===== src/sv/lpfp_pkg.sv =====
// ----------------------------------------------------------------------------
// lpfp_pkg
// Shared types and constants for the length-prefixed frame parser.
// ----------------------------------------------------------------------------
package lpfp_pkg;

    // Width kept for each of the two length fields of the header.
    localparam int LENGTH_BITS = 32;
    // Width of a length field as it appears on the wire.
    localparam int HDR_LEN_W   = 32;

    localparam logic [3:0]  HEADER_BYTES = 4'd12;
    localparam logic [31:0] MASK_RESET   = 32'd169564;

    typedef logic [LENGTH_BITS-1:0] t_len;

    typedef enum logic [1:0] {
        PH_HEADER  = 2'd0,
        PH_NAME    = 2'd1,
        PH_MESSAGE = 2'd2
    } t_phase;

    typedef enum logic [1:0] {
        PART_NAME    = 2'd0,
        PART_MESSAGE = 2'd1,
        PART_EMPTY   = 2'd2
    } t_part;

    typedef struct packed {
        logic       valid;
        logic [7:0] command_code;
        logic       recognized;
        t_part      part;
        logic [7:0] payload_byte;
        logic       part_last;
        logic       frame_last;
    } t_result;

endpackage


===== src/sv/lpfp_parse.sv =====
// ----------------------------------------------------------------------------
// lpfp_parse
// Frame position tracking and result forming, one word per cycle with i_take.
// ----------------------------------------------------------------------------
module lpfp_parse
    import lpfp_pkg::*;
(
    input  logic        i_clk,
    input  logic        i_rst_n,
    input  logic        i_take,
    input  logic [7:0]  i_byte,
    input  logic [31:0] i_mask,
    output t_result     o_result
);

    t_phase     r_phase,        n_phase;
    logic [3:0] r_header_count, n_header_count;
    logic [7:0] r_command,      n_command;
    t_len       r_name_left,    n_name_left;
    t_len       r_message_left, n_message_left;

    logic [3:0]           hc;
    logic [3:0]           hc_next;
    logic [4:0]           lane_shift;
    logic [HDR_LEN_W-1:0] lane_word;
    t_len                 name_dec;
    t_len                 message_dec;
    t_result              res;

    assign lane_shift  = {hc[1:0], 3'b000};
    assign lane_word   = HDR_LEN_W'(i_byte) << lane_shift;
    assign name_dec    = r_name_left - t_len'(1);
    assign message_dec = r_message_left - t_len'(1);

    always_comb begin
        n_phase        = r_phase;
        n_header_count = r_header_count;
        n_command      = r_command;
        n_name_left    = r_name_left;
        n_message_left = r_message_left;
        hc             = r_header_count;
        hc_next        = r_header_count;
        res            = '0;
        res.command_code = r_command;
        res.payload_byte = i_byte;

        case (r_phase)
            PH_NAME: begin
                n_name_left    = name_dec;
                res.valid      = 1'b1;
                res.part       = PART_NAME;
                res.part_last  = (name_dec == '0);
                res.frame_last = (name_dec == '0) && (r_message_left == '0);
                if (name_dec == '0) begin
                    n_phase = (r_message_left != '0) ? PH_MESSAGE : PH_HEADER;
                end
            end
            PH_MESSAGE: begin
                n_message_left = message_dec;
                res.valid      = 1'b1;
                res.part       = PART_MESSAGE;
                res.part_last  = (message_dec == '0);
                res.frame_last = (message_dec == '0);
                if (message_dec == '0) begin
                    n_phase = PH_HEADER;
                end
            end
            default: begin
                // The unused phase code behaves as the header phase.
                n_phase = PH_HEADER;
                hc = (r_header_count >= HEADER_BYTES) ? 4'd0 : r_header_count;
                if (hc == 4'd0) begin
                    n_command      = i_byte;
                    n_name_left    = '0;
                    n_message_left = '0;
                end else if (hc inside {[4'd4:4'd7]}) begin
                    n_name_left = t_len'(HDR_LEN_W'(r_name_left) | lane_word);
                end else if (hc inside {[4'd8:4'd11]}) begin
                    n_message_left = t_len'(HDR_LEN_W'(r_message_left) | lane_word);
                end
                hc_next        = hc + 4'd1;
                n_header_count = hc_next;
                if (hc_next == HEADER_BYTES) begin
                    n_header_count = 4'd0;
                    if (n_name_left != '0) begin
                        n_phase = PH_NAME;
                    end else if (n_message_left != '0) begin
                        n_phase = PH_MESSAGE;
                    end else begin
                        // A frame with no payload still reports one marker.
                        res.valid        = 1'b1;
                        res.command_code = n_command;
                        res.part         = PART_EMPTY;
                        res.payload_byte = 8'd0;
                        res.frame_last   = 1'b1;
                    end
                end
            end
        endcase

        res.recognized = (res.command_code[7:5] == 3'd0)
                         && i_mask[res.command_code[4:0]];
        res.valid      = res.valid && i_take;
    end

    assign o_result = res;

    always_ff @(posedge i_clk) begin
        if (!i_rst_n) begin
            r_phase        <= PH_HEADER;
            r_header_count <= 4'd0;
            r_command      <= 8'd0;
            r_name_left    <= '0;
            r_message_left <= '0;
        end else if (i_take) begin
            r_phase        <= n_phase;
            r_header_count <= n_header_count;
            r_command      <= n_command;
            r_name_left    <= n_name_left;
            r_message_left <= n_message_left;
        end
    end

endmodule


===== src/sv/lpfp_out.sv =====
// ----------------------------------------------------------------------------
// lpfp_out
// Result register that holds a word until the downstream side takes it.
// ----------------------------------------------------------------------------
module lpfp_out
    import lpfp_pkg::*;
(
    input  logic    i_clk,
    input  logic    i_rst_n,
    input  t_result i_result,
    input  logic    i_stall,
    output logic    o_ready,
    output t_result o_result
);

    logic    r_valid;
    t_result r_data;

    assign o_ready = !r_valid || !i_stall;

    always_ff @(posedge i_clk) begin
        if (!i_rst_n) begin
            r_valid <= 1'b0;
        end else if (o_ready) begin
            r_valid <= i_result.valid;
        end
    end

    always_ff @(posedge i_clk) begin
        if (o_ready && i_result.valid) begin
            r_data <= i_result;
        end
    end

    always_comb begin
        o_result       = r_data;
        o_result.valid = r_valid;
    end

endmodule


===== src/sv/length_prefixed_frame_parser.sv =====
// ----------------------------------------------------------------------------
// length_prefixed_frame_parser
// Splits a byte stream into length-prefixed frames and tags every payload
// byte with its command, part and end marks.
// ----------------------------------------------------------------------------
//
//  Channel  Direction  Handshake                  Word
//  rx       in         i_rx_valid / o_rx_stall    i_rx_byte
//  res      out        o_res_valid / i_res_stall  command, flags, payload byte
//  cfg      in         i_cfg_valid / o_cfg_ready  recognized command mask
//
//  One stream word is accepted per cycle while o_rx_stall is low. A word
//  passes through the input register, is parsed, and its result is held in
//  the result register. Reset is synchronous; there is no clearing pass. A
//  result-side stall with a full result register holds the input register,
//  and the rx channel stalls only while both registers are full.
//
module length_prefixed_frame_parser
    import lpfp_pkg::*;
(
    input  logic        i_clk,
    input  logic        i_rst_n,
    input  logic        i_rx_valid,
    output logic        o_rx_stall,
    input  logic [7:0]  i_rx_byte,
    output logic        o_res_valid,
    input  logic        i_res_stall,
    output logic [7:0]  o_command_code,
    output logic        o_recognized,
    output logic [1:0]  o_part,
    output logic [7:0]  o_payload_byte,
    output logic        o_part_last,
    output logic        o_frame_last,
    input  logic        i_cfg_valid,
    output logic        o_cfg_ready,
    input  logic [31:0] i_cfg_data
);

    logic        r_in_valid;
    logic [7:0]  r_in_byte;
    logic [31:0] r_mask;
    logic        out_ready;
    logic        take;
    t_result     parse_res;
    t_result     out_res;

    assign o_cfg_ready = 1'b1;
    assign o_rx_stall  = r_in_valid && !out_ready;
    assign take        = r_in_valid && out_ready;

    always_ff @(posedge i_clk) begin
        if (!i_rst_n) begin
            r_in_valid <= 1'b0;
            r_mask     <= MASK_RESET;
        end else begin
            if (!o_rx_stall) begin
                r_in_valid <= i_rx_valid;
            end
            if (i_cfg_valid) begin
                r_mask <= i_cfg_data;
            end
        end
    end

    always_ff @(posedge i_clk) begin
        if (i_rx_valid && !o_rx_stall) begin
            r_in_byte <= i_rx_byte;
        end
    end

    lpfp_parse u_parse (
        .i_clk    (i_clk),
        .i_rst_n  (i_rst_n),
        .i_take   (take),
        .i_byte   (r_in_byte),
        .i_mask   (r_mask),
        .o_result (parse_res)
    );

    lpfp_out u_out (
        .i_clk    (i_clk),
        .i_rst_n  (i_rst_n),
        .i_result (parse_res),
        .i_stall  (i_res_stall),
        .o_ready  (out_ready),
        .o_result (out_res)
    );

    assign o_res_valid    = out_res.valid;
    assign o_command_code = out_res.command_code;
    assign o_recognized   = out_res.recognized;
    assign o_part         = out_res.part;
    assign o_payload_byte = out_res.payload_byte;
    assign o_part_last    = out_res.part_last;
    assign o_frame_last   = out_res.frame_last;

    // The input side only backs up when a result is waiting downstream.
    a_stall_cause: assert property (@(posedge i_clk) disable iff (!i_rst_n)
        o_rx_stall |-> (o_res_valid && i_res_stall))
        else $error("rx stalled without a blocked result");

    // A held input word keeps its value until it is parsed.
    a_in_hold: assert property (@(posedge i_clk) disable iff (!i_rst_n)
        o_rx_stall |=> (r_in_valid && $stable(r_in_byte)))
        else $error("input register changed while stalled");

    // A payload word that ends the frame also ends its part.
    a_frame_end: assert property (@(posedge i_clk) disable iff (!i_rst_n)
        (o_res_valid && o_frame_last && (o_part != PART_EMPTY)) |-> o_part_last)
        else $error("frame ended on a word that does not end its part");

endmodule

===== config.mk =====
export PLATFORM = sky130hd
export DESIGN_NAME = length_prefixed_frame_parser
export DESIGN_NICKNAME = d
export VERILOG_FILES = /design/src/sv/lpfp_pkg.sv /design/src/sv/lpfp_parse.sv /design/src/sv/lpfp_out.sv /design/src/sv/length_prefixed_frame_parser.sv
export SDC_FILE = /design/constraint.sdc
export NUM_CORES = 1
export LEC_CHECK = 0
export ABC_AREA = 1
export BUFFER_PORTS_ARGS = -buffer_cell sky130_fd_sc_hd__buf_4
export CAP_MARGIN = 20
export CORE_ASPECT_RATIO = 0.9
export CORE_UTILIZATION = 45
export CTS_CLUSTER_DIAMETER = 40
export DETAILED_ROUTE_END_ITERATION = 16
export SLEW_MARGIN = 30
export SYNTH_ARGS = -nofsm -noshare
export SYNTH_HDL_FRONTEND = slang
export SYNTH_SLANG_ARGS = --single-unit

===== constraint.sdc =====
create_clock -name i_clk -period 5.15 [get_ports i_clk]
set_clock_uncertainty 0.1 [all_clocks]
set_input_delay 1.03 -clock i_clk [delete_from_list [all_inputs] [get_ports i_clk]]
set_output_delay 1.03 -clock i_clk [all_outputs]
set_load 0.02 [all_outputs]

==> flow_summary.yaml, run 1 <==
route:
  drt-initial-drc-count: 1195
  postRouteWirelength_mm: 32.0
  drc: 0
  wire_per_inst_um: 17.0
  first_pass_iters: 6
  vias_per_cell: 5.53
  ant_nets: 0
  vias: 10389
synthesis:
  synth-xor-area-share: 0.0198
  syn_area_sq_um: 9650
  synthFlopType: "dfxtp_1"
  synth_compound_area_frac: 0.162
  syn_area_per_cell_sq_um: 6.20
  synth_adder_area_share: 0.0169
  synth_cells: 1555
  synth_cell_types: 43
  synth_top_family_by_area: "simple AND/OR/NAND/NOR gates"
  synth_edf_count: 29
  muxShareOfSynthArea: 0
  yosys_warnings: 0
  ys_ff_latch: 141
  synthSimpleGateAreaFrac: 0.382
  async_reset_ff_frac: 0
  synth_nets: 1613
  ys_seq_area_frac: 0.323
grt:
  grt_usage: 0.300
  grt_pass1_wl_mm: 51.2
  antenna_found_initial: 1
  grt.overflow.total: 0
  grt_pass1_vias: 9318
  grt_start_max_net_pins: 60
finish:
  antenna_cells: 0
  layout.nets: 1638
  drive_above_1_share: 0.102
  layout_commonest_cell: "nand2_1"
  area_growth_pct: 12.7
  mostFrequentLayoutCells: "nand2_1 (379), nor2_1 (233), inv_1 (154)"
cts:
  clock_latency_ns: 0.45
  postCtsHoldBufs: 0
  clk_path_buf_depth: 2
  clock-sinks: 141
  cts-buffers-inserted: 17
  cts_root_buf: "clkbuf_16"
  htreeDepth: 4
  path_clk_slew_ns: 0.07
  post-cts-setup-buffers: 0
  tritoncts: "done"
  cts-resized-gates: 0
floorplan:
  num_rows: 50
  io_pins: 69
  dieArea_sq_um: 22000
  die_w_um: 156
  die_h_um: 141
  initial_utilization: 0.462
  core-area_sq_um: 20900
setup_path:
  cp_max_fo: 30
  path_class: "flip-flop to flip-flop"
  crit_slowest_cell: "inv_1"
  cp.required_ns: 5.11
  path_delay_family: "simple AND/OR/NAND/NOR gates"
  arrival_ns: 4.19
  setup.worst_path.start_class: "flip-flop"
  cp_num_buf_inv: 3
  worstSetupEndpointType: "flip-flop"
  cpMostUsedCell: "nand2_1"
  cpPeakStageDelay_ns: 0.57
  crit_chain: "inv_1 > ha_1 > buf_4 > nand2_1 > nand2_1 > nand3_1 > nor2_1 > o21ai_0 > nand2_1 > nor3_1 > nand2_1 > nor2_1 > nand2_1 > o21ai_1 > nand2_1 > inv_1"
sta:
  rsz0062_at_grt: "false"
  finalSetupViolCount: 0
  drv_slew: 0
  tightest_slew_ns: 0.993
  setup_slack_ns: 0.924
  hold_viol_final: 0
  fin_crit_sh: 0.820
  slew_headroom: 0.336
  fmax_mhz: 237
  finalSetupTns_ns: 0
  fin_crit_ns: 4.23
worst_hold_path:
  hold_class: "flip-flop to flip-flop"
placed_design:
  gp_congestion: 1.00
  dp_slack_ns: 0.978
  io_buffers: 67
  place.detailed.hpwl_mm: 23.7
power_and_ir_drop:
  p_per_area_nw_per_um2: 325
  leakagePower_nw: 4.75
  ir_drop_uv: 193
flow_run:
  maxCapViolations: 0
outcome:
  outcome: "finished, final reports clean"
==> worst register-to-register path: stages (launching register included) <==
cell and delay, ns:
dfxtp_1 0.34, inv_1 0.08, ha_1 0.29, buf_4 0.20, nand2_1 0.09, nand2_1 0.56
nand3_1 0.34, nor2_1 0.07, o21ai_0 0.25, nand2_1 0.08, nor3_1 0.21, nand2_1 0.14
nor2_1 0.16, nand2_1 0.11, o21ai_1 0.15, nand2_1 0.09, inv_1 0.57
==> flip-flops by register name (all words and copies together) (netlist names), 2 cells and up <==
register                flops
r_in_byte                   8
r_mask                     32
u_out.o_result             21
u_parse.r_command           8
u_parse.r_header_count      4
u_parse.r_message_left     32
u_parse.r_name_left        32
u_parse.r_phase             2
==> where the power goes <==
group	total [mW]	leakage, nW	switching (mW)	internal, mW
Combinational	1.03	3.27	0.718	0.314
Clock	1.25	0.291	0.601	0.652
Sequential	1.25	1.19	0.0588	1.19
==> synthesized netlist by cell type, types with 5 or more instances <==
cell	n	area, sq um
a31oi_1	9	56.3
ha_1	13	163
o211ai_1	11	82.6
nand2_2	10	62.6
buf_4	5	37.5
buf_1	7	26.3
dfxtp_1	112	2240
o21ai_0	128	641
inv_1	156	586
a21oi_1	109	546
nor2_2	11	68.8
xor2_1	18	158
edfxtp_1	29	871
o21ai_1	13	65.1
buf_2	14	70.1
clkbuf_1	46	173
nor2_1	233	875
nor2_4	11	124
nor3_1	18	90.1
nand2_1	379	1420
nand3_1	138	691
nand4_1	35	219
a221oi_1	13	114
inv_2	10	37.5
==> metal layers <==
layer	up-vias	wire length (um)	track usage
met5	-	0	0
met4	0	891	0.112
met3	54	2790	0.0446
met2	472	13300	0.430
met1	4706	15000	0.449
li1	5157	-	-
==> cells by family after synthesis <==
group,Yosys count
XOR/XNOR,21
buffers and inverters,239
AO/OA/AOI/OAI,290
AND/OR/NAND/NOR,850
flip-flops,141
other,1
adder cells (fa/ha/maj),13
==> final timing paths <==
kind         depth (start not counted)  slack, ns                    start                      end
max                                 16       0.92       u_parse.r_phase[0]        u_out.o_result[2]
min                                  2       0.36  u_parse.r_name_left[31]  u_parse.r_name_left[31]
max reg2reg                         16       0.92       u_parse.r_phase[0]        u_out.o_result[2]
min reg2reg                          2       0.36  u_parse.r_name_left[31]  u_parse.r_name_left[31]
==> area by class of cell <==
type / instances / area [sq um]
fill: 2220 / 10000
inverter: 167 / 629
tap: 286 / 358
sequential: 141 / 3110
multi-input combinational: 1175 / 5600
clock inverter: 15 / 160
clock buffer: 17 / 425
timing repair buffer: 78 / 586
==> per-stage QoR <==
step	power, mW	utilization	hold slack [ns]	instance area, sq um	cells
finish	3.54	0.520	0.365	10900	1879
global route	3.73	0.520	0.390	10900	1879
CTS	3.53	0.520	0.364	10900	1879
detailed placement	2.28	0.492	0.346	10300	1847
global placement	2.28	0.492	0.341	10300	1847
floorplan	2.01	-	0.329	9650	1555
No activity file was read; power rests on OpenSTA's default activity.
==> run 2, diff against run 1 <==
ABC_AREA = 0   (was 1)
PLACE_DENSITY = 0.65   (was default)
clock period = 3.75 ns   (was 5.15 ns; I/O delays follow)
==> run 2 against run 1 <==
  * Via count shrank 20%
  * Total power rose by 9.8%
  * Cell count fell by 28%
  * First-iteration DRC count fell by 36%
  * Clock-buffer cell count up 1
  * Die area down 7.7%
  * Largest cell class unchanged
  * Largest power group is now clock
==> flow_summary.yaml, run 2 <==
cts:
  tritoncts: "done"
  clk_path_buf_depth: 2
  post-cts-setup-buffers: 0
  cts-resized-gates: 0
  postCtsHoldBufs: 0
  clock_latency_ns: 0.44
  cts_root_buf: "clkbuf_16"
  htreeDepth: 4
  clock-sinks: 141
  path_clk_slew_ns: 0.07
  cts-buffers-inserted: 17
setup_path:
  cpPeakStageDelay_ns: 0.52
  cp.required_ns: 3.94
  path_class: "flip-flop to flip-flop"
  arrival_ns: 3.55
  setup.worst_path.start_class: "flip-flop"
  r2r_end: "u_out.o_result[0]"
  worstSetupEndpointType: "flip-flop"
  cp_max_fo: 9
  worst-r2r-setup-slack_ns: 0.39
  ff2ff_path_depth: 10
  crit_chain: "inv_1 > ha_1 > or4b_4 > or3_1 > o31a_1 > nor3_2 > a21oi_2 > a2111oi_4 > a32oi_1 > o21bai_1"
  crit_slowest_cell: "or4b_4"
  r2r-start: "u_parse.r_name_left[1]"
floorplan:
  dieArea_sq_um: 20300
  num_rows: 48
  io_pins: 69
  core-area_sq_um: 19300
  die_h_um: 135
  die_w_um: 150
  initial_utilization: 0.461
route:
  vias: 8309
  drc: 0
  drt-initial-drc-count: 764
  vias_per_cell: 6.11
  wire_per_inst_um: 19.1
  first_pass_iters: 7
  ant_nets: 0
  postRouteWirelength_mm: 26.0
synthesis:
  async_reset_ff_frac: 0
  synth_nets: 1131
  synth.area.top_cells: "dfxtp_1 (25%), edfxtp_1 (9.8%), mux2i_1 (6.5%), nor2b_1 (6.0%), a21oi_1 (4.6%)"
  ys_seq_area_frac: 0.350
  synth_cell_types: 83
  synth_common_cells: "dfxtp_1 (112), nand2_1 (100), nor2b_1 (85)"
  ys_ff_latch: 141
  synth_top_cell_by_area: "dfxtp_1"
  synthFlopType: "dfxtp_1"
  synth_cells: 1073
  syn_area_sq_um: 8890
  synth.top_cell.area_share: 0.252
  synth_edf_count: 29
  syn_area_per_cell_sq_um: 8.29
  synthMostInstantiatedCell: "dfxtp_1"
  yosys_warnings: 0
outcome:
  outcome: "finished, final reports clean"
grt:
  grt_pass1_wl_mm: 42.2
  grt.overflow.total: 0
  grt_usage: 0.267
  antenna_found_initial: 0
  grt_pass1_vias: 7837
  grt_start_max_net_pins: 77
power_and_ir_drop:
  ir_drop_uv: 203
  p_per_area_nw_per_um2: 383
  leakagePower_nw: 3.92
placed_design:
  dp_slack_ns: 0.462
  dpl-instance-area_sq_um: 9530
  gp_congestion: 0.956
  io_buffers: 67
  place.detailed.hpwl_mm: 17.5
sta:
  finalSetupTns_ns: 0
  setup_slack_ns: 0.389
  fin_crit_sh: 0.896
  tightest_slew_ns: 0.899
  drv_slew: 0
  fin_crit_ns: 3.36
  hold_viol_final: 0
  finalSetupViolCount: 0
  rsz0062_at_grt: "false"
  slew_headroom: 0.399
  fmax_mhz: 298
worst_hold_path:
  min-delay-start: "i_rx_byte[0]"
  min_to: "r_in_byte[0]"
  holdPathStages: 1
  hold_class: "input pin to flip-flop"
finish:
  antenna_cells: 0
  drive_above_1_share: 0.148
  largestRegisters: "r_mask x32, u_parse.r_message_left x32, u_parse.r_name_left x32"
  layout_commonest_cell: "dfxtp_1"
  mostFrequentLayoutCells: "dfxtp_1 (112), nand2_1 (99), buf_4 (99)"
  area_growth_pct: 14.1
  stdcell_area_sq_um: 10100
  fill_cells: 1773
  layout.nets: 1156
flow_run:
  maxCapViolations: 0
-- run 2: kinds of logic after synthesis --
group / share of synthesized area
flops: 0.350
mux: 0.0795
compound gates: 0.221
simple gates: 0.258
buf+inv: 0.0574
fa+ha+maj: 0.0183
other cells: 0.000422
xor+xnor: 0.0148
-- run 2: worst max path at each step --
stage	from	end
2_1_floorplan	u_parse.r_header_count[0]	u_out.o_result[12]
3_3_place_gp	u_parse.r_name_left[0]	u_out.o_result[0]
3_5_place_dp	u_parse.r_name_left[0]	u_out.o_result[0]
4_1_cts	u_parse.r_header_count[2]	u_out.o_result[12]
5_1_grt	u_parse.r_header_count[2]	u_out.o_result[12]
6_report	u_parse.r_name_left[1]	u_out.o_result[0]
-- run 2: layer usage --
| layer | global-route usage | share of wire | vias up |
|---|---|---|---|
| li1 | - | - | 4013 |
| met1 | 0.370 | 0.47 | 3914 |
| met2 | 0.406 | 0.44 | 329 |
| met3 | 0.0549 | 0.065 | 53 |
| met4 | 0.0993 | 0.024 | 0 |
| met5 | 0 | 0 | - |
-- run 2: report_power, final --
group | total [mW] | internal, mW | leakage [nW] | switching [mW]
registers | 1.62 | 1.58 | 1.18 | 0.0329
clock network | 1.73 | 0.935 | 0.300 | 0.799
logic | 0.532 | 0.207 | 2.44 | 0.325
-- run 2: layout make-up --
class	instances	area (sq um)	share of cell area
inverter	23	86.3	0.00851
multi-input combinational	816	5280	0.520
clock buffer	18	450	0.0444
sequential	141	3110	0.307
timing repair buffer	99	743	0.0733
clock inverter	14	160	0.0158
tap	250	313	0.0308
-- run 2: metrics by stage --
stage	utilization	total power, mW	hold slack [ns]	std cells
finish	0.526	3.88	0.378	1361
global route	0.526	4.02	0.372	1361
CTS	0.526	3.90	0.374	1361
detailed placement	0.494	2.17	0.362	1329
global placement	0.494	2.17	0.361	1329
floorplan	-	2.00	0.333	1073
-- run 2: critical path: cells and delay by family (launching register included) --
family | cells | cell delay, ns
fa+ha+maj | 1 | 0.29
flops | 1 | 0.35
compound gates | 5 | 1.19
simple gates | 3 | 1.17
buf+inv | 1 | 0.09
